==> src/sv/shell_basis_reorder_index_defines.svh <==
// assertion macros for the shell basis reorder index block
`ifndef SHELL_BASIS_REORDER_INDEX_DEFINES_SVH
`define SHELL_BASIS_REORDER_INDEX_DEFINES_SVH

// same-cycle implication, sampled on clk, off during reset
`define SBRI_ASSERT_IMPLY(label, ante, cons) \
	label: assert property (@(posedge clk) disable iff (!arst_n) (ante) |-> (cons)) \
		else $error("sbri assertion failed");

// next-cycle implication, sampled on clk, off during reset
`define SBRI_ASSERT_NEXT(label, ante, cons) \
	label: assert property (@(posedge clk) disable iff (!arst_n) (ante) |=> (cons)) \
		else $error("sbri assertion failed");

`endif

==> src/sv/sbri_pkg.sv <==
// types, shell codes, permutation tables and microcode for the reorder index block
package sbri_pkg;

	localparam int REL_BITS = 6;

	localparam logic signed [4:0] TYPE_SP = -5'sd1;
	localparam logic signed [4:0] TYPE_S  = 5'sd0;
	localparam logic signed [4:0] TYPE_P  = 5'sd1;
	localparam logic signed [4:0] TYPE_D  = 5'sd2;
	localparam logic signed [4:0] TYPE_F  = 5'sd3;
	localparam logic signed [4:0] TYPE_G  = 5'sd4;

	typedef enum logic [2:0] {
		MODE_IDENT = 3'd0,
		MODE_PURE  = 3'd1,
		MODE_D     = 3'd2,
		MODE_F     = 3'd3,
		MODE_G     = 3'd4
	} mode_t;

	typedef enum logic [1:0] {
		COND_ALWAYS = 2'd0,
		COND_ACCEPT = 2'd1,
		COND_LAST   = 2'd2
	} cond_t;

	typedef logic [1:0] step_t;

	localparam step_t STEP_IDLE    = 2'd0;
	localparam step_t STEP_EMIT    = 2'd1;
	localparam step_t STEP_ADVANCE = 2'd2;
	localparam step_t STEP_SPARE   = 2'd3;

	typedef struct packed {
		logic  take_in;
		logic  emit;
		logic  advance;
		cond_t cond;
		step_t target;
	} ctrl_t;

	localparam ctrl_t UCODE [4] = '{
		'{take_in: 1'b1, emit: 1'b0, advance: 1'b0, cond: COND_ACCEPT, target: STEP_EMIT},
		'{take_in: 1'b0, emit: 1'b1, advance: 1'b0, cond: COND_LAST, target: STEP_ADVANCE},
		'{take_in: 1'b0, emit: 1'b0, advance: 1'b1, cond: COND_ALWAYS, target: STEP_IDLE},
		'{take_in: 1'b0, emit: 1'b0, advance: 1'b0, cond: COND_ALWAYS, target: STEP_IDLE}
	};

	// cartesian function count per angular momentum, clamped past 9
	localparam logic [5:0] TRI_CNT [16] = '{
		6'd1, 6'd3, 6'd6, 6'd10, 6'd15, 6'd21, 6'd28, 6'd36,
		6'd45, 6'd55, 6'd55, 6'd55, 6'd55, 6'd55, 6'd55, 6'd55
	};

	localparam logic [3:0] PERM_D [16] = '{
		4'd0, 4'd2, 4'd5, 4'd1, 4'd3, 4'd4, 4'd0, 4'd0,
		4'd0, 4'd0, 4'd0, 4'd0, 4'd0, 4'd0, 4'd0, 4'd0
	};

	localparam logic [3:0] PERM_F [16] = '{
		4'd0, 4'd3, 4'd9, 4'd2, 4'd1, 4'd4, 4'd7, 4'd8,
		4'd6, 4'd5, 4'd0, 4'd0, 4'd0, 4'd0, 4'd0, 4'd0
	};

	localparam logic [3:0] PERM_G [16] = '{
		4'd0, 4'd4, 4'd14, 4'd1, 4'd5, 4'd3, 4'd8, 4'd12,
		4'd13, 4'd2, 4'd9, 4'd11, 4'd6, 4'd7, 4'd10, 4'd0
	};

endpackage

==> src/sv/shell_basis_reorder_index.sv <==
// shell basis reorder index generator, top level
// One input word names a shell; the block then emits one output word per basis
// function of that shell, giving its source index (running basis offset plus the
// permuted position) together with last-of-shell, not-reordered and sticky
// offset-overflow flags. The offset clears on first_shell and wraps at
// 2^INDEX_BITS. Control is a three-step microcode program (accept, emit, advance):
// for a shell of n functions (1 to 55) the emit step produces one output word per
// cycle into the output register while the output side does not stall; a stall
// holds the emit step. A new input word is taken only in the accept step.
`include "shell_basis_reorder_index_defines.svh"

module shell_basis_reorder_index
	import sbri_pkg::*;
#(
	parameter int INDEX_BITS  = 16,
	parameter int MAX_ANGULAR = 9
) (
	input  logic              clk,
	input  logic              arst_n,
	input  logic              in_valid,
	output logic              in_stall,
	input  logic signed [4:0] shell_type,
	input  logic              first_shell,
	output logic              out_valid,
	input  logic              out_stall,
	output logic [15:0]       basis_index,
	output logic              last_of_shell,
	output logic              not_reordered,
	output logic              offset_overflow
);

	localparam int MAX_RUN  = ((MAX_ANGULAR + 1) * (MAX_ANGULAR + 2)) / 2;
	localparam int CNT_BITS = $clog2(MAX_RUN);

	ctrl_t                 ctrl;
	step_t                 pc_q;
	logic                  accept;
	logic                  fire;
	logic                  last_k;
	logic                  jump;

	logic [4:0]            mag;
	logic [3:0]            l_d;
	mode_t                 mode_d;
	logic [CNT_BITS-1:0]   last_d;
	logic                  nr_d;
	logic [INDEX_BITS-1:0] base;
	logic                  ovf_base;
	logic [INDEX_BITS:0]   span_sum;

	mode_t                 mode_q;
	logic [3:0]            l_q;
	logic [CNT_BITS-1:0]   last_k_q;
	logic [CNT_BITS-1:0]   k_q;
	logic                  nr_q;
	logic                  ovf_q;
	logic [INDEX_BITS-1:0] offset_q;

	logic [REL_BITS-1:0]   k_ext;
	logic [REL_BITS-1:0]   rel;
	logic [INDEX_BITS-1:0] idx;

	logic                  out_valid_q;
	logic [15:0]           basis_index_q;
	logic                  last_q;
	logic                  nr_out_q;
	logic                  ovf_out_q;

	assign ctrl     = UCODE[pc_q];
	assign in_stall = !ctrl.take_in;
	assign accept   = in_valid && ctrl.take_in;
	assign fire     = ctrl.emit && (!out_valid_q || !out_stall);
	assign last_k   = (k_q == last_k_q);

	always_comb begin
		case (ctrl.cond)
			COND_ALWAYS: jump = 1'b1;
			COND_ACCEPT: jump = accept;
			COND_LAST:   jump = fire && last_k;
			default:     jump = 1'b0;
		endcase
	end

	// shell decode at accept
	always_comb begin
		mag    = '0;
		l_d    = '0;
		mode_d = MODE_IDENT;
		last_d = '0;
		nr_d   = 1'b0;
		if (shell_type < TYPE_SP) begin
			mag    = 5'(-shell_type);
			l_d    = (mag > 5'(MAX_ANGULAR)) ? 4'(MAX_ANGULAR) : mag[3:0];
			mode_d = MODE_PURE;
			last_d = CNT_BITS'({l_d, 1'b0});
		end else begin
			case (shell_type)
				TYPE_SP: last_d = CNT_BITS'(3);
				TYPE_S:  last_d = '0;
				TYPE_P:  last_d = CNT_BITS'(2);
				TYPE_D: begin
					mode_d = MODE_D;
					last_d = CNT_BITS'(5);
				end
				TYPE_F: begin
					mode_d = MODE_F;
					last_d = CNT_BITS'(9);
				end
				TYPE_G: begin
					mode_d = MODE_G;
					last_d = CNT_BITS'(14);
				end
				default: begin
					mag    = 5'(shell_type);
					l_d    = (mag > 5'(MAX_ANGULAR)) ? 4'(MAX_ANGULAR) : mag[3:0];
					last_d = CNT_BITS'(TRI_CNT[l_d] - 6'd1);
					nr_d   = 1'b1;
				end
			endcase
		end
	end

	assign base     = first_shell ? '0 : offset_q;
	assign ovf_base = first_shell ? 1'b0 : ovf_q;
	assign span_sum = {1'b0, base} + (INDEX_BITS + 1)'(last_d);

	// relative position of the current word
	assign k_ext = REL_BITS'(k_q);

	always_comb begin
		case (mode_q)
			MODE_PURE: begin
				if (k_q[0]) begin
					rel = REL_BITS'(l_q) + ((k_ext + 1'b1) >> 1);
				end else begin
					rel = REL_BITS'(l_q) - (k_ext >> 1);
				end
			end
			MODE_D:  rel = REL_BITS'(PERM_D[k_q[3:0]]);
			MODE_F:  rel = REL_BITS'(PERM_F[k_q[3:0]]);
			MODE_G:  rel = REL_BITS'(PERM_G[k_q[3:0]]);
			default: rel = k_ext;
		endcase
	end

	assign idx = offset_q + INDEX_BITS'(rel);

	always_ff @(posedge clk or negedge arst_n) begin
		if (!arst_n) begin
			pc_q        <= STEP_IDLE;
			k_q         <= '0;
			offset_q    <= '0;
			ovf_q       <= 1'b0;
			out_valid_q <= 1'b0;
		end else begin
			if (jump) begin
				pc_q <= ctrl.target;
			end
			if (accept) begin
				k_q   <= '0;
				ovf_q <= ovf_base | span_sum[INDEX_BITS];
				if (first_shell) begin
					offset_q <= '0;
				end
			end
			if (fire) begin
				k_q <= k_q + 1'b1;
			end
			if (ctrl.advance) begin
				offset_q <= offset_q + INDEX_BITS'(last_k_q) + 1'b1;
			end
			if (fire) begin
				out_valid_q <= 1'b1;
			end else if (!out_stall) begin
				out_valid_q <= 1'b0;
			end
		end
	end

	always_ff @(posedge clk) begin
		if (accept) begin
			mode_q   <= mode_d;
			l_q      <= l_d;
			last_k_q <= last_d;
			nr_q     <= nr_d;
		end
		if (fire) begin
			basis_index_q <= 16'(idx);
			last_q        <= last_k;
			nr_out_q      <= nr_q;
			ovf_out_q     <= ovf_q;
		end
	end

	assign out_valid       = out_valid_q;
	assign basis_index     = basis_index_q;
	assign last_of_shell   = last_q;
	assign not_reordered   = nr_out_q;
	assign offset_overflow = ovf_out_q;

	`SBRI_ASSERT_NEXT(a_accept_enters_emit, accept, pc_q == STEP_EMIT && k_q == '0)
	`SBRI_ASSERT_NEXT(a_last_word_advances, fire && last_k, pc_q == STEP_ADVANCE)
	`SBRI_ASSERT_IMPLY(a_count_in_range, pc_q == STEP_EMIT, k_q <= last_k_q)

endmodule
==> config.mk <==
export PLATFORM = sky130hd
export DESIGN_NAME = shell_basis_reorder_index
export DESIGN_NICKNAME = d
export VERILOG_FILES = /design/src/sv/sbri_pkg.sv /design/src/sv/shell_basis_reorder_index.sv
export VERILOG_INCLUDE_DIRS = /design/src /design/src/sv
export SDC_FILE = /design/constraint.sdc
export NUM_CORES = 1
export LEC_CHECK = 0
export BUFFER_PORTS_ARGS = -buffer_cell sky130_fd_sc_hd__buf_2
export CELL_PAD_IN_SITES_DETAIL_PLACEMENT = 0
export CELL_PAD_IN_SITES_GLOBAL_PLACEMENT = 2
export CORE_MARGIN = 2
export CORE_UTILIZATION = 39
export DETAILED_ROUTE_END_ITERATION = 6
export PLACE_DENSITY = 0.94
export SLEW_MARGIN = 20
export SYNTH_ARGS = -nofsm -noshare
export SYNTH_HDL_FRONTEND = slang
export SYNTH_SLANG_ARGS = --single-unit
==> constraint.sdc <==
create_clock -name clk -period 4.8 [get_ports clk]
set_input_delay 0.24 -clock clk [delete_from_list [all_inputs] [get_ports clk]]
set_output_delay 0.24 -clock clk [all_outputs]
set_load 0.02 [all_outputs]
Word-level counts from Yosys, hierarchy flattened
Memories as Yosys holds them, arrays and structs flattened. Cells that the tools add are included.

Memory bits (read-only): 288. Output and inout bits: 21. Flip-flop bits (word level): 59. Input bits: 10. Memories: 4.

Eq/ne operators: 13. Mux-type cells: 30. Bitwise operators: 4. Add/sub/neg operators: 9. Order comparisons: 6. Reduce and logical (&&, ||, !) cells: 12.

Memories: (no name shown) (words 16, bits a word 6, read ports 1, clocked after Yosys merged registers in 0, wr ports 0, line shell_basis_reorder_index.sv:116) `last_d = CNT_BITS'(TRI_CNT[l_d] - 6'd1);`; (no name shown) (words 16, bits a word 4, read ports 1, clocked after Yosys merged registers in 0, wr ports 0, line shell_basis_reorder_index.sv:141) `MODE_G: rel = REL_BITS'(PERM_G[k_q[3:0]]);`; (no name shown) (words 16, bits a word 4, read ports 1, clocked after Yosys merged registers in 0, wr ports 0, line shell_basis_reorder_index.sv:140) `MODE_F: rel = REL_BITS'(PERM_F[k_q[3:0]]);`; (no name shown) (words 16, bits a word 4, read ports 1, clocked after Yosys merged registers in 0, wr ports 0, line shell_basis_reorder_index.sv:139) `MODE_D: rel = REL_BITS'(PERM_D[k_q[3:0]]);`.

Operators by type and width (number): 16-bit two-way mux (3); 4-bit two-way mux (10); 6-bit two-way mux (6); 6-bit one-hot mux with 6 select lines (1); 16-bit by 6-bit adder with 16-bit output (2); 6-bit one-hot mux with 4 select lines (1); 16-bit by 6-bit adder with 17-bit output (1); 16-bit by 1-bit adder with 16-bit output (second input constant) (1); 7-bit binary-select mux with 2-bit select (1); 7-bit two-way mux (2); 5-bit by 2-bit equality test with 1-bit output (second input constant) (2); 5-bit greater-or-equal comparator (second input constant) (2); 5-bit by 4-bit greater-than comparator with 1-bit output (second input constant) (2); 4-bit NOT with 5-bit output (2); 3-bit one-hot mux with 3 select lines (1); 4-bit by 5-bit adder with 6-bit output (1); 6-bit by 1-bit adder with 6-bit output (second input constant) (1); 3-bit by 2-bit equality test with 1-bit output (second input constant) (2); 6-bit equality test (1); 6-bit OR reduction (1); 4-bit by 5-bit subtractor with 6-bit output (1); 6-bit by 1-bit subtractor with 6-bit output (second input constant) (1); 5-bit by 1-bit equality test with 1-bit output (second input constant) (1); 5-bit by 3-bit equality test with 1-bit output (second input constant) (1); other kinds (19) (27).

Longest topological paths before layout
Word-level depth: 11. Gate-level depth with buffers: 19. Mapped depth without buffers: 18.

Least setup slack after synthesis
Ideal clock, no wire load.

Path kind: register to register. Start point: register k_q[1] (netlist: k_ext[1]). End point: register basis_index_q[12] (netlist: basis_index[12]) (data pin). Clock period less this slack: 4.028 ns. Arrival: 3.762 ns. Setup slack: 0.772 ns. Cell stages (with the launch flop): 20. Library setup time: 0.266 ns. Buffers on the path: 1. Cells stage by stage: dfrtp_1 > clkbuf_1 > inv_1 > ha_1 > ha_1 > inv_1 > fa_1 > xor2_1 > o21ai_0 > a21oi_1 > a21boi_0 > o22ai_1 > a21boi_0 > ha_1 > a21o_1 > a21oi_1 > o21bai_1 > a21oi_1 > nor3_1 > xor2_1.

Longest elaborated chain between the ends: 6.

RTL lines: start: declaration (line shell_basis_reorder_index.sv:54) `logic [CNT_BITS-1:0] k_q;`; start signal: assignment (line shell_basis_reorder_index.sv:167) `k_q <= k_q + 1'b1;`; branches (longest 4 deep; another with 6-bit by 1-bit adder with 6-bit output); 6-bit one-hot mux with 4 select lines (*) (line shell_basis_reorder_index.sv:131) `case (mode_q)`; 16-bit by 6-bit adder with 16-bit output (*) (line shell_basis_reorder_index.sv:146) `assign idx = offset_q + INDEX_BITS'(rel);`; net idx[12] (line shell_basis_reorder_index.sv:61) `logic [INDEX_BITS-1:0] idx;`; end signal: assignment (line shell_basis_reorder_index.sv:188) `basis_index_q <= 16'(idx);`; end: declaration (line shell_basis_reorder_index.sv:64) `logic [15:0] basis_index_q;`.

Mark *: on every way through the listed nets, which the timed path passes. The select of a mux whose other input is x is not followed. A chain may end at the register's enable or synchronous reset.

Worst setup path after layout
Start point: register k_q[2] (netlist: k_ext[2]). End point: register basis_index_q[10] (netlist: basis_index[10]) (data pin).

Same word-level chain as after synthesis.

==> results_dict.tcl <==
set metrics [dict create \
    status "completed" \
    drive_above_1_share_pct 12.06 \
    row_count 39 \
    die_w_um 112.4 \
    async_reset_ff_share_pct 44.07 \
    synth_common_cells "o21ai_0, ha_1, nand2_1, nor2_1, a21oi_1" \
    coreArea_mm2 0.01142 \
    synth_edf_count 33 \
    fill_cells 1112 \
    post-place-ws_ps 438.1 \
    ioPinCount 31 \
    hold_buffers 1 \
    ctsResizeCount 0 \
    netlist.top_cell.by_area "edfxtp_1" \
    hp-class "input port to flip-flop" \
    drt_iter0_drc 240 \
    slew_violations 0 \
    setup_ws_ps 431.2 \
    yosysUniqueCellTypes 66 \
    wl_um 11100 \
    wl_per_cell_um 16.27 \
    grt_first_pass_wirelength_um 18900 \
    drt.antenna.violating_nets 0 \
    syn_avg_cell_area_um2 8.949 \
    dpl.hpwl_um 8261 \
    antenna_found_initial 0 \
    post-route-min-period_ps 4369 \
    relSlewSlack_pct 51.36 \
    gp_congestion 0.8476 \
    ys_ff_latch 59 \
    insertion_delay_ps 330 \
    drc_errors 0 \
    cp-end-kind "flip-flop" \
    finClkSkew_ps 8.985 \
    rsz0062_at_grt "no" \
    tns_ps 0 \
    crit_arrival_ps 4440 \
    worstSetupStartpointType "flip-flop" \
    dieArea_mm2 0.01263 \
    io_buffers 30 \
    cts_root_buf "clkbuf_16" \
    power.density_mw_per_mm2 480.5 \
    tightest_slew_ps 711.2 \
    crit_fanout 9 \
    synth_most_common_cell "o21ai_0" \
    grt.overflow.total 0 \
    die_height_um 112.4 \
    max_freq_ghz 0.2289 \
    synth_cells 512 \
    synth.cell_area_mm2 0.004582 \
    yosysSeqAreaShare_pct 35.83 \
    syn_nets 565 \
    via_per_inst 5.663 \
    num_antenna_cells 0 \
    grt_max_degree 27 \
    yosysWarnings 0 \
    finalSetupViolCount 0 \
    synth_flop_cell "edfxtp_1" \
    cts_made_buffers 9 \
    hold_viol 0 \
    dr.pass1.iters 5 \
    start_util_pct 40.13 \
    crit_required_ps 4870 \
    worstSetupPathType "flip-flop to flip-flop" \
    clkTransAtPathRegs_ps 60 \
    cts_sinks 59 \
    p_leak_uw 0.002173 \
    grt_pass1_vias 3710 \
    grtUsageTotal_pct 18.39 \
    maxCapViolCount 0 \
    area_growth_pct 12.51 \
    synth_area_leaders "edfxtp_1, dfrtp_1, ha_1, o21ai_0, xnor2_1" \
    period_share_pct 91.02 \
    clockBufferDepth 2 \
    via_count 3862 \
    netlist.area_leader.share_pct 21.63 \
    final_nets 587 \
    cts_tree "yes" \
    post_cts_buffers 0 \
    ir_drop_mv 0.2384 \
    htreeDepth 3 \
]
[per-layer routing]
layer,vias to the layer above,global-route usage (%),share of wire (%)
met5,-,0,0
met4,0,5.122,1.1
met3,8,3.294,3.9
met2,96,27.83,45
met1,1864,27.09,50
li1,1894,-,-
[path summary, 6_finish.rpt]
kind,startpoint,to,slack (ps),cells after the start
setup / recovery,k_ext[2],basis_index[10],430,18
hold / removal,out_stall,out_valid,140,3
setup reg to reg,k_ext[2],basis_index[10],430,18
hold reg to reg,nr_q,not_reordered,420,0
max in group asynchronous,arst_n,k_ext[3],3870,2
min in group asynchronous,arst_n,k_ext[1],500,2
[layout by cell type (no fill, tap or decap), types with 3 or more instances in the layout]
cell,n
a21o_1,9
nand3b_1,5
o21ai_0,46
xnor2_1,20
o211ai_1,4
xor2_1,13
edfxtp_1,33
nor2_1,37
a211o_1,3
nand2b_1,11
clkbuf_16,9
dfrtp_1,26
mux2i_1,13
nand4_1,6
a31oi_1,7
and2_1,3
fa_1,3
buf_2,30
inv_1,29
nand2_1,40
ha_1,40
a21oi_1,34
inv_6,3
nor2b_1,10
and3_1,7
buf_4,7
o31ai_1,4
nor3_1,12
nand3_1,21
[logic make-up after synthesis]
group	count (synthesis)	synth area share, %
xor+xnor	33	6.308
fa+ha+maj	43	12.23
flops	59	35.83
buf+inv	56	5.161
compound gates	141	19.36
simple gates	165	17.78
mux	15	3.331
[flip-flops by register name, summed over array words and instances, names as in the netlist]
| name | flops |
|---|---|
| l_q | 4 |
| offset_q | 16 |
| offset_overflow | 1 |
| last_k_q | 6 |
| out_valid | 1 |
| pc_q | 2 |
| ovf_q | 1 |
| basis_index | 16 |
| not_reordered | 1 |
| mode_q | 3 |
| nr_q | 1 |
| last_of_shell | 1 |
| k_ext | 6 |
[critical path, cell delays in order (launching register included)]
cell and delay, ps:
dfrtp_1 490, inv_1 190, ha_1 250, o21ai_0 210, xor2_1 170, ha_1 280
xor2_1 170, o21ai_0 150, a21oi_1 100, a21boi_0 160, o22ai_1 150, a21boi_0 270
ha_1 320, a21o_1 190, a21oi_1 210, o21bai_1 100, a21oi_1 440, nor3_1 120
xor2_1 170
[per-stage QoR]
stage,utilization (%),power [uW],hold WS [ps],instance area [um2],cells
after floorplan,-,1536,-55.59,4582,512
after CTS,45.15,2492,132.8,5155,682
after global placement,42.35,1801,317.5,4836,665
final,45.15,2477,138.6,5155,682
after detailed placement,42.35,1814,310.5,4836,665
after global routing,45.15,2662,155.0,5155,682
[area by class of cell]
cell class	count	area [um2]	share of cell area (%)
flip-flops and latches	59	1642	31.84
well taps	143	178.9	3.471
clock inverters	7	83.83	1.626
inverters	29	108.9	2.112
clock buffers	9	225.2	4.369
repair buffers	38	212.7	4.126
multi-input cells	397	2704	52.45
[power breakdown]
group	internal (uW)	leakage [uW]	switching [uW]
registers	660	0.000655	88.1
clock network	412	0.000149	255
logic	433	0.00137	630
No activity file was read; power rests on OpenSTA's default activity.
